### config.mk
export PLATFORM = sky130hd
export DESIGN_NAME = lrts_ctrl
export DESIGN_NICKNAME = d
export VERILOG_FILES = /design/src/hw/rtl/lrts_pkg.sv /design/src/hw/rtl/lrts_ctrl.sv
export SDC_FILE = /design/constraint.sdc
export NUM_CORES = 1
export LEC_CHECK = 0
export ABC_AREA = 0
export BUFFER_PORTS_ARGS = -buffer_cell sky130_fd_sc_hd__buf_4
export CORE_AREA = 5 5 42 44
export CTS_CLUSTER_DIAMETER = 30
export CTS_CLUSTER_SIZE = 8
export DETAILED_ROUTE_END_ITERATION = 10
export DIE_AREA = 0 0 47 49
export PLACE_DENSITY_LB_ADDON = 0.15
export SYNTH_ARGS = -nofsm -noshare
export SYNTH_HDL_FRONTEND = slang
export SYNTH_SLANG_ARGS = --single-unit
### constraint.sdc
create_clock -name aclk -period 1 [get_ports aclk]
set_input_delay 0.05 -clock aclk [delete_from_list [all_inputs] [get_ports aclk]]
set_output_delay 0.05 -clock aclk [all_outputs]
set_load 0.01 [all_outputs]
### src/hw/rtl/lrts_pkg.sv
`timescale 1ns / 1ps
`default_nettype none
// ============================================================================
// lrts_pkg: shared types and constants for the run-and-tumble lattice core
// Transfer payloads, controller/datapath command and status groups, codes.
// ============================================================================
package lrts_pkg;

    localparam int DEF_GRID_W        = 64;
    localparam int DEF_GRID_H        = 64;
    localparam int DEF_SITE_CAP      = 3;
    localparam int DEF_MAX_PARTICLES = 4096;

    localparam int PART_W   = 12;
    localparam int COORD_W  = 6;
    localparam int DRAW_W   = 16;
    localparam int HEAD_W   = 2;
    localparam int STAT_W   = 2;
    localparam int PCOUNT_W = 13;

    localparam int COORD_RANGE = 1 << COORD_W;

    localparam int APB_AW = 3;
    localparam int APB_DW = 32;

    typedef logic [HEAD_W-1:0] head_t;
    localparam head_t HD_PX = 2'd0;
    localparam head_t HD_PY = 2'd1;
    localparam head_t HD_NX = 2'd2;
    localparam head_t HD_NY = 2'd3;

    typedef logic [STAT_W-1:0] stat_t;
    localparam stat_t ST_OK    = 2'd0;
    localparam stat_t ST_FULL  = 2'd1;
    localparam stat_t ST_RANGE = 2'd2;

    localparam logic MODE_PLACE = 1'b0;
    localparam logic MODE_MOVE  = 1'b1;

    localparam logic REG_TUMBLE = 1'b0;
    localparam logic REG_PCOUNT = 1'b1;

    typedef struct packed {
        logic                mode;
        logic [PART_W-1:0]   particle;
        logic [COORD_W-1:0]  site_x;
        logic [COORD_W-1:0]  site_y;
        logic [DRAW_W-1:0]   random_draw;
        head_t               new_heading;
    } in_item_t;

    typedef struct packed {
        logic [PART_W-1:0]   which_particle;
        logic [COORD_W-1:0]  pos_x;
        logic [COORD_W-1:0]  pos_y;
        head_t               heading;
        logic                moved;
        stat_t               status;
    } out_item_t;

    typedef struct packed {
        logic clr_en;
        logic accept;
        logic look_rd;
        logic early_commit;
        logic upd_commit;
        logic wb_commit;
        logic res_ld;
    } dp_cmd_t;

    typedef struct packed {
        logic clr_last;
        logic early_done;
    } dp_sts_t;

endpackage
`default_nettype wire

### src/hw/rtl/lrts_ctrl.sv
`timescale 1ns / 1ps
`default_nettype none
// ============================================================================
// lrts_ctrl: sequencing controller
// Clearing pass, item acceptance, read-modify-write steps and result handoff.
// ============================================================================
module lrts_ctrl (
    input  wire logic              aclk,
    input  wire logic              aresetn,
    input  wire logic              s_valid,
    output logic                   s_ready,
    output logic                   m_valid,
    input  wire logic              m_ready,
    output lrts_pkg::dp_cmd_t      cmd,
    input  wire lrts_pkg::dp_sts_t sts
);
    import lrts_pkg::*;

    localparam logic [2:0] S_CLEAR = 3'd0;
    localparam logic [2:0] S_IDLE  = 3'd1;
    localparam logic [2:0] S_LOOK  = 3'd2;
    localparam logic [2:0] S_UPD   = 3'd3;
    localparam logic [2:0] S_WB    = 3'd4;

    logic [2:0] state_reg, state_next;
    logic       m_valid_reg, m_valid_next;
    logic       out_free;

    assign out_free = !m_valid_reg || m_ready;
    assign s_ready  = (state_reg == S_IDLE);
    assign m_valid  = m_valid_reg;

    always_comb begin
        state_next = state_reg;
        cmd        = '0;
        unique case (state_reg)
            S_CLEAR: begin
                cmd.clr_en = 1'b1;
                if (sts.clr_last) begin
                    state_next = S_IDLE;
                end
            end
            S_IDLE: begin
                if (s_valid) begin
                    cmd.accept = 1'b1;
                    state_next = S_LOOK;
                end
            end
            S_LOOK: begin
                if (sts.early_done) begin
                    if (out_free) begin
                        cmd.early_commit = 1'b1;
                        cmd.res_ld       = 1'b1;
                        state_next       = S_IDLE;
                    end
                end else begin
                    cmd.look_rd = 1'b1;
                    state_next  = S_UPD;
                end
            end
            S_UPD: begin
                cmd.upd_commit = 1'b1;
                state_next     = S_WB;
            end
            S_WB: begin
                if (out_free) begin
                    cmd.wb_commit = 1'b1;
                    cmd.res_ld    = 1'b1;
                    state_next    = S_IDLE;
                end
            end
            default: state_next = S_CLEAR;
        endcase
    end

    always_comb begin
        m_valid_next = m_valid_reg;
        if (cmd.res_ld) begin
            m_valid_next = 1'b1;
        end else if (m_ready) begin
            m_valid_next = 1'b0;
        end
    end

    always_ff @(posedge aclk) begin
        if (!aresetn) begin
            state_reg   <= S_CLEAR;
            m_valid_reg <= 1'b0;
        end else begin
            state_reg   <= state_next;
            m_valid_reg <= m_valid_next;
        end
    end

    a_no_overwrite: assert property (@(posedge aclk) disable iff (!aresetn)
        cmd.res_ld |-> (!m_valid_reg || m_ready))
        else $error("result register overwritten before transfer");

    a_upd_to_wb: assert property (@(posedge aclk) disable iff (!aresetn)
        (state_reg == S_UPD) |=> (state_reg == S_WB))
        else $error("update step not followed by write-back");

    a_accept_look: assert property (@(posedge aclk) disable iff (!aresetn)
        (s_valid && s_ready) |=> (state_reg == S_LOOK))
        else $error("accepted item did not enter lookup");

endmodule
`default_nettype wire

Word-level counts from Yosys, hierarchy flattened
Index checks and enable logic that the tools add are counted.
Widths: inputs -> output; s select.
{"block": "classes", "muxes": 18, "eq_ne": 6, "n_reduce_logical": 5}
{"operator": "$pmux 3 s5", "n": 1}
{"operator": "$mux 3", "n": 4}
{"operator": "$mux 1", "n": 10}
{"operator": "$eq 3x2->1 const B", "n": 2}
{"operator": "$mux 2", "n": 2}
{"operator": "$ne 2x2->1 const B", "n": 2}
{"operator": "$eq 3x1->1 const B", "n": 1}
{"operator": "$eq 3x3->1 const B", "n": 1}
{"operator": "$logic_not 3->1", "n": 1}
{"operator": "$pmux 1 s2", "n": 1}
{"operator": "$reduce_and 2->1", "n": 1}
{"operator": "$reduce_bool 2->1", "n": 1}
{"operator": "$logic_not 1->1", "n": 1}
{"operator": "$logic_or 1x1->1", "n": 1}
{"block": "totals", "out_inout_bits": 9, "register_bits": 4}

Depth between registers and ports, before layout
{"block": "depth", "depth_word": 6, "ltp_mapped": 5, "mapped_depth_nobuf": 4}

Worst setup path before layout
OpenSTA, ideal clock, no wires.
{"block": "synth_timing", "path_type": "register -> register", "from": "register m_valid_reg (netlist: m_valid)", "to": "register state_reg[0]", "arrival_ns": 0.989, "setup_slack_ns": -0.107, "path_stages_with_launch": 5, "t_required_ns": 0.881, "path_cell_list": "dfxtp_1 -> nor2b_1 -> o21ai_0 -> a41oi_1 -> nor2b_1"}
{"block": "synth_between", "elab_chain_len": 5}
{"item": "start, declared", "line": "lrts_ctrl.sv:26", "text": "logic m_valid_reg, m_valid_next;"}
{"item": "start signal, assigned", "line": "lrts_ctrl.sv:91", "text": "m_valid_reg <= m_valid_next;"}
{"item": "$logic_not 1->1 *", "line": "lrts_ctrl.sv:29", "text": "assign out_free = !m_valid_reg || m_ready;"}
{"item": "$logic_or 1x1->1 *", "line": "lrts_ctrl.sv:29"}
{"item": "$mux 3 *"}
{"item": "$mux 3"}
{"item": "$pmux 3 s5 *"}
{"item": "end signal, assigned", "line": "lrts_ctrl.sv:90", "text": "state_reg <= state_next;"}
{"item": "end, declared", "line": "lrts_ctrl.sv:25", "text": "logic [2:0] state_reg, state_next;"}
Mark *: on every way between the ends. The rest lies on a longest branch, timed or not.
A chain may end at the register's enable or synchronous reset.

==> results by group <==
Status
  – Status: complete, but fails checks
  – Failing checks: setup timing

Place
  – PortBufs: 14
  – RePlAce Congestion: 0.660
  – Placed cells: 72
  – Detail Placement HPWL: 670 um

Timing
  – Setup Skew: 0.00163 ns
  – Max Transition Viols Final: 0
  – Setup violations, final: 12
  – Sum Neg Setup Slack: -1.80 ns
  – Setup WS post-layout: -0.216 ns
  – Slew of the pin with the lowest slew margin: 0.246 ns
  – Relative slew slack: 83.6%
  – Fmax: 822 MHz
  – Tcrit/Tclk final: 122%
  – Fin. Hold Viols: 0
  – Post-layout min period: 1.22 ns
  – RSZ-0062 raised after global routing: yes

Logic synthesis
  – Number of synthesized flops with an enable pin: 0
  – Register area share after synthesis: 25.6%
  – Main synth FF type: dfxtp_1
  – Synth cell count leaders: nor3_1, dfxtp_1, and2_1
  – Top cells by area, synth: dfxtp_1, nor3_1, and2_1, buf_4, nor3b_1
  – Yosys top cell area share: 25.6%
  – Most frequent cell after synthesis: nor3_1
  – Largest area contributor in the netlist: dfxtp_1
  – Register bit total from synthesis: 4
  – Post-Syn Nets: 43
  – Synthesized cell area: 313 sq um
  – Average size of a mapped cell: 8.45 sq um
  – Distinct cell type count after synthesis: 23
  – Synth warnings: 0
  – Syn Inst Count: 37
  – Post-synthesis async set-or-reset flop share: 0%

Routing
  – Post-route ant nets: 0
  – Met3 Wirelength: 93 um
  – Met2 WL: 533 um
  – Post-DR vias/cell: 4.55
  – DRC Markers: 0
  – Top sig layer: met3
  – 1st-pass router iterations: 1
  – Met1 WL: 427 um
  – DRT iter0 DRCs: 0
  – Total wire length: 1.05 mm
  – Drt wl/cell: 12.5 um
  – Vias: 382

Worst setup path
  – CP startpoint: state_reg[1]
  – Worst Path Max Fanout: 5
  – Critical Path End: cmd[2]
  – CP startpoint kind: register
  – Top cell by count, worst path: buf_6
  – RR Startpoint: state_reg[1]
  – Reg2Reg Depth: 6
  – R2r setup slk: -0.15 ns
  – Top Family by Delay on Critical Path: flip-flops
  – Largest stage delay, worst path: 0.37 ns
  – CP bufs+invs: 2
  – Req. time, crit path: 0.95 ns
  – Crit-path cells: nor2b_4 > buf_6 > and2_4 > buf_6
  – Worst Setup End Kind: primary output
  – Worst Path Class, Setup: reg2out
  – Worst flop-to-flop path endpoint: state_reg[0]
  – CP max stage cell: dfxtp_4
  – Stages on the worst setup path: 4
  – Arrival @ worst endpoint: 1.17 ns

CTS
  – TritonCTS clock tree: yes
  – H-tree Lvls: 1
  – Root buf cell: clkbuf_4
  – Clock sinks: 4
  – Hold buffer count at CTS: 0
  – Clock Latency Late Sink: 0.24 ns
  – Total CTS buffers: 3
  – Worst-path clk slew: 0.04 ns
  – Max Root-Sink Buffers: 2

Floorplan
  – Die height: 49 um
  – FP Rows: 14
  – IO Count: 15
  – Core area: 0.00140 sq mm
  – Die Width: 47 um
  – Initial core utilization: 22.3%
  – Die Area: 0.00230 sq mm

Layout
  – Nets: 76
  – Ant diodes: 0
  – Fillers: 146
  – Register area: 92.6 sq um
  – Area taken by multi-input logic gates: 298 sq um
  – Share of cells above drive strength 1: 80.9%
  – Post-layout util: 50.8%
  – Post-Layout Cell Count: 84
  – Max reg flops: 3
  – Area grow syn2layout: 128%

Global routing
  – Pin count of the biggest net entering global routing: 9
  – Grt ovf: 0
  – Vias in the first global route: 400
  – Initial antenna violation count: 0
  – First-pass GRT wire length: 1.73 mm
  – Global Route Usage Sum: 10.4%

Power and ir drop
  – Worst vdd ir: 0.000675 V
  – Pleak: 0.321 nW
  – Pwr Density: 1130 mW/mm^2

Flow run
  – Max-cap violations: 0

Hold path
  – Worst hold path class: in2reg
  – Hold Path Origin: aresetn
[through the flow]
stage | cell area [sq um] | setup slack [ns] | hold slack [ns] | power, mW
after floorplan | 350 | -0.0503 | 0.149 | 0.340
after global placement | 505 | -0.0856 | 0.294 | 0.447
after detailed placement | 505 | -0.0749 | 0.292 | 0.444
after CTS | 634 | -0.226 | 0.0490 | 0.743
after global routing | 712 | -0.273 | 0.0546 | 0.859
final | 712 | -0.216 | 0.0510 | 0.802
[worst reg2reg max path, stage by stage (launching register included)]
cell,delay [ns]
dfxtp_4,0.35
buf_6,0.12
nor3b_4,0.19
buf_4,0.13
and2b_1,0.13
a41oi_2,0.04
nor2b_1,0.11
[cell usage in the layout (no fill, tap or decap), types with 2 or more instances in the layout]
| cell type | netlist | routed |
|---|---|---|
| dfxtp_4 | 0 | 3 |
| nor2b_4 | 0 | 2 |
| buf_6 | 1 | 9 |
| nor3_2 | 0 | 4 |
| clkbuf_4 | 0 | 3 |
| buf_4 | 2 | 21 |
| and2_4 | 0 | 2 |
[power breakdown]
part           internal [mW]  switching [mW]
registers              0.174          0.0196
clock network          0.134          0.0697
logic                  0.252           0.151
[how the worst min path moves through the flow]
stage | slack (ns) | depth (start not counted) | endpoint
2_1_floorplan | 0.15 | 1 | cmd[4]
6_report | 0.05 | 2 | state_reg[2]
5_1_grt | 0.05 | 2 | state_reg[2]
3_5_place_dp | 0.29 | 2 | state_reg[2]
3_3_place_gp | 0.29 | 2 | state_reg[2]
4_1_cts | 0.05 | 2 | state_reg[2]
[cell type report]
class | count | area share [%]
multi-input combinational | 30 | 41.8
clock buffer | 3 | 3.16
timing repair buffer | 31 | 39.2
tap | 16 | 2.81
sequential | 4 | 13.0
[layer usage]
layer | track usage (%) | vias up
li1 | - | 195
met2 | 16.3 | 16
met5 | 0 | -
met3 | 6.64 | 0
met4 | 2.76 | 0
met1 | 11.4 | 171
[kinds of logic (layout without fill, tap and decap cells)]
| group | Yosys count | in the layout | share of synthesized area [%] |
|---|---|---|---|
| AND/OR/NAND/NOR | 21 | 21 | 44.4 |
| flip-flops | 4 | 4 | 25.6 |
| multiplexers | 1 | 1 | 3.20 |
| buffers and inverters | 3 | 34 | 8.40 |
| AO/OA/AOI/OAI | 8 | 8 | 18.4 |
[repair_timing]
action / 4_1_cts / 5_1_grt
buffers inserted: 5 / 4
pin swaps: 7 / 3
gates resized for setup: 14 / 13
cloned: 0 / 0
setup endpoints to repair: 11 / 12
Note: power is estimated with default switching activity, not from simulation.
