## src/hw/rtl/lrts_pkg.sv

```systemverilog
`timescale 1ns / 1ps
`default_nettype none
// ============================================================================
// lrts_pkg: shared types and constants for the run-and-tumble lattice core
// Transfer payloads, controller/datapath command and status groups, codes.
// ============================================================================
package lrts_pkg;

    localparam int DEF_GRID_W        = 64;
    localparam int DEF_GRID_H        = 64;
    localparam int DEF_SITE_CAP      = 3;
    localparam int DEF_MAX_PARTICLES = 4096;

    localparam int PART_W   = 12;
    localparam int COORD_W  = 6;
    localparam int DRAW_W   = 16;
    localparam int HEAD_W   = 2;
    localparam int STAT_W   = 2;
    localparam int PCOUNT_W = 13;

    localparam int COORD_RANGE = 1 << COORD_W;

    localparam int APB_AW = 3;
    localparam int APB_DW = 32;

    typedef logic [HEAD_W-1:0] head_t;
    localparam head_t HD_PX = 2'd0;
    localparam head_t HD_PY = 2'd1;
    localparam head_t HD_NX = 2'd2;
    localparam head_t HD_NY = 2'd3;

    typedef logic [STAT_W-1:0] stat_t;
    localparam stat_t ST_OK    = 2'd0;
    localparam stat_t ST_FULL  = 2'd1;
    localparam stat_t ST_RANGE = 2'd2;

    localparam logic MODE_PLACE = 1'b0;
    localparam logic MODE_MOVE  = 1'b1;

    localparam logic REG_TUMBLE = 1'b0;
    localparam logic REG_PCOUNT = 1'b1;

    typedef struct packed {
        logic                mode;
        logic [PART_W-1:0]   particle;
        logic [COORD_W-1:0]  site_x;
        logic [COORD_W-1:0]  site_y;
        logic [DRAW_W-1:0]   random_draw;
        head_t               new_heading;
    } in_item_t;

    typedef struct packed {
        logic [PART_W-1:0]   which_particle;
        logic [COORD_W-1:0]  pos_x;
        logic [COORD_W-1:0]  pos_y;
        head_t               heading;
        logic                moved;
        stat_t               status;
    } out_item_t;

    typedef struct packed {
        logic clr_en;
        logic accept;
        logic look_rd;
        logic early_commit;
        logic upd_commit;
        logic wb_commit;
        logic res_ld;
    } dp_cmd_t;

    typedef struct packed {
        logic clr_last;
        logic early_done;
    } dp_sts_t;

endpackage
`default_nettype wire

```

## src/hw/rtl/lrts_regs.sv

```systemverilog
`timescale 1ns / 1ps
`default_nettype none
// ============================================================================
// lrts_regs: configuration register file
// APB-style slave holding the tumble threshold and the particle count.
// ============================================================================
module lrts_regs (
    input  wire logic                          aclk,
    input  wire logic                          aresetn,
    input  wire logic                          psel,
    input  wire logic                          penable,
    input  wire logic                          pwrite,
    input  wire logic [lrts_pkg::APB_AW-1:0]   paddr,
    input  wire logic [lrts_pkg::APB_DW-1:0]   pwdata,
    output logic      [lrts_pkg::APB_DW-1:0]   prdata,
    output logic                               pready,
    output logic      [lrts_pkg::DRAW_W-1:0]   tumble_threshold,
    output logic      [lrts_pkg::PCOUNT_W-1:0] particle_count
);
    import lrts_pkg::*;

    logic [DRAW_W-1:0]   thr_reg, thr_next;
    logic [PCOUNT_W-1:0] pcnt_reg, pcnt_next;
    logic                wr_en;
    logic                reg_idx;

    assign pready  = 1'b1;
    assign wr_en   = psel && penable && pwrite && pready;
    assign reg_idx = paddr[APB_AW-1:2];

    always_comb begin
        thr_next  = thr_reg;
        pcnt_next = pcnt_reg;
        if (wr_en) begin
            unique case (reg_idx)
                REG_TUMBLE: thr_next  = pwdata[DRAW_W-1:0];
                REG_PCOUNT: pcnt_next = pwdata[PCOUNT_W-1:0];
                default: ;
            endcase
        end
    end

    always_comb begin
        unique case (reg_idx)
            REG_TUMBLE: prdata = APB_DW'(thr_reg);
            REG_PCOUNT: prdata = APB_DW'(pcnt_reg);
            default:    prdata = '0;
        endcase
    end

    always_ff @(posedge aclk) begin
        if (!aresetn) begin
            thr_reg  <= '0;
            pcnt_reg <= '0;
        end else begin
            thr_reg  <= thr_next;
            pcnt_reg <= pcnt_next;
        end
    end

    assign tumble_threshold = thr_reg;
    assign particle_count   = pcnt_reg;

endmodule
`default_nettype wire

```

## config.mk

```make
export PLATFORM = sky130hd
export DESIGN_NAME = lrts_regs
export DESIGN_NICKNAME = d
export VERILOG_FILES = /design/src/hw/rtl/lrts_pkg.sv /design/src/hw/rtl/lrts_regs.sv
export SDC_FILE = /design/constraint.sdc
export NUM_CORES = 1
export LEC_CHECK = 0
export ABC_AREA = 1
export BUFFER_PORTS_ARGS = -buffer_cell sky130_fd_sc_hd__clkbuf_2
export CAP_MARGIN = 40
export CORE_UTILIZATION = 42
export CTS_BUF_LIST = sky130_fd_sc_hd__clkbuf_16
export DETAILED_ROUTE_END_ITERATION = 8
export GPL_TIMING_DRIVEN = 1
export PLACE_DENSITY = 0.8
export SLEW_MARGIN = 10
export SYNTH_ARGS = -nofsm -noshare
export SYNTH_HDL_FRONTEND = slang
export SYNTH_SLANG_ARGS = --single-unit
```

## constraint.sdc

```tcl
create_clock -name aclk -period 1 [get_ports aclk]
set_input_delay 0.1 -clock aclk [delete_from_list [all_inputs] [get_ports aclk]]
set_output_delay 0.1 -clock aclk [all_outputs]
set_load 0.02 [all_outputs]
```

# --- After elaboration in Yosys (flattened, before gate mapping) ---
# Cells that the tools add are included.
word_totals:
  reg_bits: 29
  input_bits: 40
  output_inout_bits: 62
  word_cells: 8
op_classes:
  mux: 1
  bitwise: 1
  reduce_logical: 4
op_table:
  columns: ["op", "count"]
  rows:
  - ["$pmux 32 s2", 1]
  - ["$reduce_and 2->1", 2]
  - ["$logic_and 1x1->1", 2]
  - ["$not 1->1", 1]

# --- Depth between registers and ports, before layout ---
# Gate-level depths: netlist (run 1).
logic_depth:
  ltp_word: 3
  depth_mapped: 7
  ltp_nobuf: 5

# --- Least setup slack after synthesis (run 1) ---
# OpenSTA, ideal clock, no wires.
synth_path:
  kind: "reg2out"
  from: "register thr_reg[13] (netlist: tumble_threshold[13])"
  to: "output prdata[13] (netlist name)"
  arrival_ns: 0.782
  required_ns: 0.900
  slack_ns: 0.118
  path_stages_with_launch: 3
  path_buffers: 0
  cell_sequence: "dfxtp_1 -> inv_1 -> nor2_1"
synth_between:
  elab_chain_len: 1
synth_lines:
  columns: ["element", "line", "rtl"]
  rows:
  - ["start: declaration", "lrts_regs.sv:22", "logic [DRAW_W-1:0] thr_reg, thr_next;"]
  - ["start signal: assignment", "lrts_regs.sv:56", "thr_reg <= thr_next;"]
  - ["$pmux 32 s2", "lrts_regs.sv:44", "unique case (reg_idx)"]
  - ["end: declaration", "lrts_regs.sv:15", "output logic [lrts_pkg::APB_DW-1:0] prdata,"]
# Every way passes these cells. The select of a mux whose other input is x is not followed.

# --- Worst setup path after layout (run 1) ---
layout_path:
  from: "register pcnt_reg[10] (netlist: particle_count[10])"
  to: "output prdata[10] (netlist name)"
layout_between:
  elab_chain_len: 1
layout_lines:
  columns: ["element", "line", "rtl"]
  rows:
  - ["start: declaration", "lrts_regs.sv:23", "logic [PCOUNT_W-1:0] pcnt_reg, pcnt_next;"]
  - ["start signal: assignment", "lrts_regs.sv:57", "pcnt_reg <= pcnt_next;"]
  - ["$pmux 32 s2", "lrts_regs.sv:44", null]
# Every way passes these cells. The select of a mux whose other input is x is not followed.

==> results.cfg, run 1 <==
[cts]
insertion_delay_ns = 0.27
worst_setup_hold_path_clk_slew_ns = 0.05
tritoncts.num_buffers = 5
cts_hold_buf = 0
cts_tree = done
cts.sink_count = 29
clock-root-buffer = sky130_fd_sc_hd__clkbuf_16
cts_max_level = 2
cts-root-to-sink-buffers = 2

[sta]
finalCritPeriodShare = 1.00
fin_crit_ns = 1.00
hold_viol = 0
rsz0062_at_grt = true
slew_headroom = 0.643
least_margin_pin_slew_ns = 0.536
finalSetupViolCount = 1
slew_viol_final = 0
timing.final.ws_setup_ns = -0.00440
clock.fmax_mhz = 996
final.setup_skew_ns = 0

[outcome]
failed_checks = setup timing
status = complete, but fails checks

[global_routing]
met3_track_usage_gr = 0.0511
largest_net_degree_at_the_start_of_global_routing = 30
grt_util_all_layers = 0.184
grt-ovfl-total = 0
antenna_found_initial = 0
vias_in_the_first_global_route = 1338
grt.met2_usage = 0.344
busiest_layer = met2
grt.met1_usage = 0.201
global_route_wire_length_before_repair_mm = 5.75

[logic_synthesis]
top_area_cells_in_the_synthesized_netlist = sky130_fd_sc_hd__dfxtp_1 (38%), sky130_fd_sc_hd__nand2_1 (17%), sky130_fd_sc_hd__nor2_1 (15%)
yosysSeqAreaShare = 0.379
netlist-cell-type-count = 13
synth_area_leader_cell = sky130_fd_sc_hd__dfxtp_1
synthesis.area_mm2 = 0.00153
yosys.area.top_type_share = 0.379
synthesis.area_per_instance_um2 = 6.23
syn-instance-count = 246
synth-warning-count = 0
yosys_register_bits = 29

[detailed_routing]
antenna_left = 0
detail_route.wirelength_mm = 3.55
drt_first_pass_iters = 4
detailroute.via_count = 1603
vias_per_cell = 4.44
routedWlPerCell_um = 9.84
remaining_drc_errors = 0
iteration_0_drc_count_of_the_detailed_router = 96

[power_and_ir_drop]
p_switching_w = 0.000831
peakVddDrop_mv = 0.877
power.share.combinational = 0.165
power.internal_w = 0.00229
switching_share = 0.266
portion_of_total_power_attributed_to_the_clock_network = 0.437
power.static_leakage_nw = 1.17
power_density_mw_per_mm2 = 1460
seqPwrFrac = 0.397

[layout]
layout-area-overhead-vs-synth_pct = 39.8
antenna-diode-count = 0
post-route-cell-area_mm2 = 0.00214
mostFrequentLayoutCell = sky130_fd_sc_hd__nand2_1
fin_cells = 361
layout_cell_share_with_drive_strength_beyond_1 = 0.390
postLayoutCoreUtil = 0.627
layout_common_cells = sky130_fd_sc_hd__nand2_1 (64), sky130_fd_sc_hd__nor2_1 (59), sky130_fd_sc_hd__clkbuf_2 (50), sky130_fd_sc_hd__nand3_1 (30), sky130_fd_sc_hd__dfxtp_2 (26)
num-nets-final = 354

[die]
floorplan.core_area_mm2 = 0.00342
floorplan.io_pins = 102
chipHeight_um = 62.4
initial_utilization = 0.449
row_count = 21
die_x_um = 62.4
die-area_mm2 = 0.00390

[placement]
place_inst = 352
dp.final_hpwl_mm = 2.43
placedInstanceArea_mm2 = 0.00189
gp_congestion = 0.738
placement.io_buffers = 66

[worst_setup_path]
crit_required_ns = 0.90
worstPathArrival_ns = 0.90
startpoint_type = flip-flop
crit_type = reg -> out
cp_max_fo = 3
worstSetupEndpointType = output port

[run]
cap_viol_max_count = 0

[min_path]
timing.hold.worst.class = in -> reg
[synthesized netlist by cell type, drive strengths merged]
| library cell | number |
|---|---|
| clkbuf | 1 |
| nand3 | 30 |
| nand2 | 69 |
| inv | 21 |
| conb | 2 |
| dfxtp | 29 |
| nor2 | 64 |
| buf | 30 |
[routing by layer]
| layer | routed length, um | part of all wire |
|---|---|---|
| met3 | 208 | 0.059 |
| met2 | 1840 | 0.52 |
| met4 | 25 | 0.0070 |
| met5 | 0 | 0 |
| met1 | 1470 | 0.41 |
[worst max-delay path: stages (launching register included)]
cell and delay, ns:
sky130_fd_sc_hd__dfxtp_2 0.34, sky130_fd_sc_hd__nand2_1 0.07, sky130_fd_sc_hd__nand2_1 0.08, sky130_fd_sc_hd__clkbuf_8 0.14
[kinds of logic after synthesis]
family,Yosys count,synth area share
other,2,0.00490
flip-flops,29,0.379
buffers and inverters,52,0.186
AND/OR/NAND/NOR,163,0.430
[power by group through the flow]
stage / Sequential (W) / Combinational [W] / Clock [W]
after floorplan: 0.00130 / 0.000327 / 0
after global placement: 0.00125 / 0.000482 / 0
after detailed placement: 0.00125 / 0.000490 / 0
after CTS: 0.00123 / 0.000499 / 0.00140
after global routing: 0.00124 / 0.000567 / 0.00144
final: 0.00124 / 0.000516 / 0.00136
[cell type report]
type	count	area (um^2)
clock buffers	5	125
clock inverters	3	12.5
fillers	337	1270
inverters	21	78.8
multi-input cells	180	743
flip-flops and latches	29	613
well taps	46	57.6
repair buffers	77	512
[timing repair]
item | 4_1_cts | 5_1_grt
resized for setup | 23 | 47
gates cloned | 0 | 0
endpoints found under the setup margin | 11 | 16
pin swaps | 0 | 8
buffers inserted | 0 | 1
[flip-flops by register name, indices dropped and copies added (netlist names)]
signal	flops
tumble_threshold	16
particle_count	13
[per-stage QoR]
| step | setup WS, ns | power (W) | hold slack [ns] | TNS, ns |
|---|---|---|---|---|
| floorplan | 0.118 | 0.00162 | 0.296 | 0 |
| global placement | 0.118 | 0.00173 | 0.414 | 0 |
| detailed placement | 0.0876 | 0.00174 | 0.428 | 0 |
| CTS | 0.000704 | 0.00313 | 0.142 | 0 |
| global route | -0.0127 | 0.00325 | 0.168 | -0.0330 |
| finish | -0.00440 | 0.00312 | 0.140 | -0.00440 |
[worst paths after layout]
| path | from | endpoint | slack (ns) | cells after the start |
|---|---|---|---|---|
| worst max register to register | tumble_threshold[13] | tumble_threshold[13] | 0.31 | 3 |
| worst min register to register | particle_count[4] | particle_count[4] | 0.48 | 2 |
| worst min-delay path | pwdata[13] | tumble_threshold[13] | 0.14 | 5 |
| worst max-delay path | particle_count[10] | prdata[10] | -0.004 | 3 |
Note: power is estimated with default switching activity, not from simulation.
==> run 2, diff against run 1 <==
==> constraint.sdc (replaced) <==
create_clock -name aclk -period 1 [get_ports aclk]
set_input_delay 0 -clock aclk [delete_from_list [all_inputs] [get_ports aclk]]
set_output_delay 0 -clock aclk [all_outputs]
set_load 0.02 [all_outputs]
==> results.cfg, run 2 (synthesis results as in run 1) <==
[outcome]
status = finished, final reports clean

[sta]
fin_crit_ns = 0.931
final.setup.tns_ns = 0
slew_headroom = 0.628
rsz0062_at_grt = false
final.setup_skew_ns = 0
timing.final.ws_setup_ns = 0.0687
hold_viol = 0
finalCritPeriodShare = 0.931
least_margin_pin_slew_ns = 0.558
finalSetupViolCount = 0
slew_viol_final = 0
clock.fmax_mhz = 1070

[placement]
dp.final_hpwl_mm = 2.44
setup_slack_placement_ns = 0.186
placement.io_buffers = 66
place_inst = 351
gp_congestion = 0.720
placedInstanceArea_mm2 = 0.00185

[cts]
cts-root-to-sink-buffers = 2
tritoncts.num_buffers = 5
cts_max_level = 2
cts_tree = done
worst_setup_hold_path_clk_slew_ns = 0.05
insertion_delay_ns = 0.26
cts_post_setup_buffers_inserted = 0
cts.sink_count = 29
clock-root-buffer = sky130_fd_sc_hd__clkbuf_16

[die]
chipHeight_um = 62.4
floorplan.io_pins = 102
initial_utilization = 0.449
row_count = 21
floorplan.core_area_mm2 = 0.00342
die-area_mm2 = 0.00390
die_x_um = 62.4

[power_and_ir_drop]
p_switching_w = 0.000813
switching_share = 0.266
power.static_leakage_nw = 1.12
peakVddDrop_mv = 1.13
power_density_mw_per_mm2 = 1530
portion_of_total_power_attributed_to_the_clock_network = 0.444
total_power_w = 0.00306
seqPwrFrac = 0.402
power.internal_w = 0.00225
power.share.combinational = 0.154

[layout]
mostFrequentLayoutCell = sky130_fd_sc_hd__nand2_1
post-route-cell-area_mm2 = 0.00199
layout_cell_share_with_drive_strength_beyond_1 = 0.275
num-nets-final = 352
fin_cells = 359
antenna-diode-count = 0
layout_common_cells = sky130_fd_sc_hd__nand2_1 (69), sky130_fd_sc_hd__clkbuf_2 (65), sky130_fd_sc_hd__nor2_1 (61), sky130_fd_sc_hd__nand3_1 (30), sky130_fd_sc_hd__dfxtp_1 (28)
layout-area-overhead-vs-synth_pct = 30.1
largest_register_ffs = 16
fill_cells = 373

[detailed_routing]
detailroute.via_count = 1560
remaining_drc_errors = 0
antenna_left = 0
vias_per_cell = 4.35
drt_first_pass_iters = 4
routedWlPerCell_um = 9.31
detail_route.wirelength_mm = 3.34
iteration_0_drc_count_of_the_detailed_router = 74

[global_routing]
antenna_found_initial = 0
global_route_wire_length_before_repair_mm = 5.69
largest_net_degree_at_the_start_of_global_routing = 30
grt_util_all_layers = 0.185
grt-ovfl-total = 0
vias_in_the_first_global_route = 1333

[worst_setup_path]
crit_type = reg -> out
cp_max_fo = 3
worst_r2r_path_depth = 2
worstSetupEndpointType = output port
worstPathArrival_ns = 0.93
startpoint_type = flip-flop
crit_required_ns = 1.00

[min_path]
hold_depth = 5
timing.hold.worst.class = in -> reg

[run]
cap_viol_max_count = 0
==> run 2: cell count changes in the layout (fill, tap and decap cells not counted), sizes merged <==
cell	delta
clkbuf	+13
buf	-15
==> run 2: metal layers <==
| metal | vias up | track usage | routed length [um] |
|---|---|---|---|
| li1 | 835 | - | - |
| met1 | 665 | 0.215 | 1470 |
| met2 | 54 | 0.318 | 1630 |
| met3 | 6 | 0.0529 | 192 |
| met4 | 0 | 0.0756 | 48 |
| met5 | - | 0 | 0 |
==> run 2: path summary, 6_finish.rpt <==
kind / from / endpoint / slack, ns
min reg2reg: particle_count[8] / particle_count[8] / 0.50
max: particle_count[11] / prdata[11] / 0.07
max reg2reg: particle_count[0] / particle_count[0] / 0.41
min: pwdata[14] / tumble_threshold[14] / 0.03
==> run 2: stage by stage <==
stage          hold slack (ns)   util
2_1_floorplan            0.196      -
4_1_cts                 0.0421  0.583
3_5_place_dp             0.322  0.542
6_report                0.0349  0.584
3_3_place_gp             0.312  0.542
5_1_grt                 0.0571  0.584
==> run 2: repair_timing <==
action                     CTS  global route
resized for setup            0             3
setup endpoints to repair    0             1
hold buffers                 0             0
==> run 2: critical path: stages (launching register included) <==
cell                       delay (ns)
sky130_fd_sc_hd__dfxtp_1         0.36
sky130_fd_sc_hd__nand2_1         0.06
sky130_fd_sc_hd__nand2_1         0.08
sky130_fd_sc_hd__clkbuf_2        0.17
==> run 2: final cells by class <==
type                    count  area (um^2)  share of cell area
clock buffers               5          125              0.0627
clock inverters             3         12.5             0.00627
inverters                  21         78.8              0.0395
multi-input cells         180          726               0.364
flip-flops and latches     29          582               0.292
well taps                  46         57.6              0.0289
repair buffers             75          413               0.207
==> run 2: power groups by stage <==
stage | clock network [W] | logic [W] | registers [W]
floorplan | 0 | 0.000327 | 0.00130
global placement | 0 | 0.000466 | 0.00125
detailed placement | 0 | 0.000472 | 0.00125
CTS | 0.00138 | 0.000473 | 0.00123
global route | 0.00145 | 0.000525 | 0.00123
finish | 0.00136 | 0.000470 | 0.00123
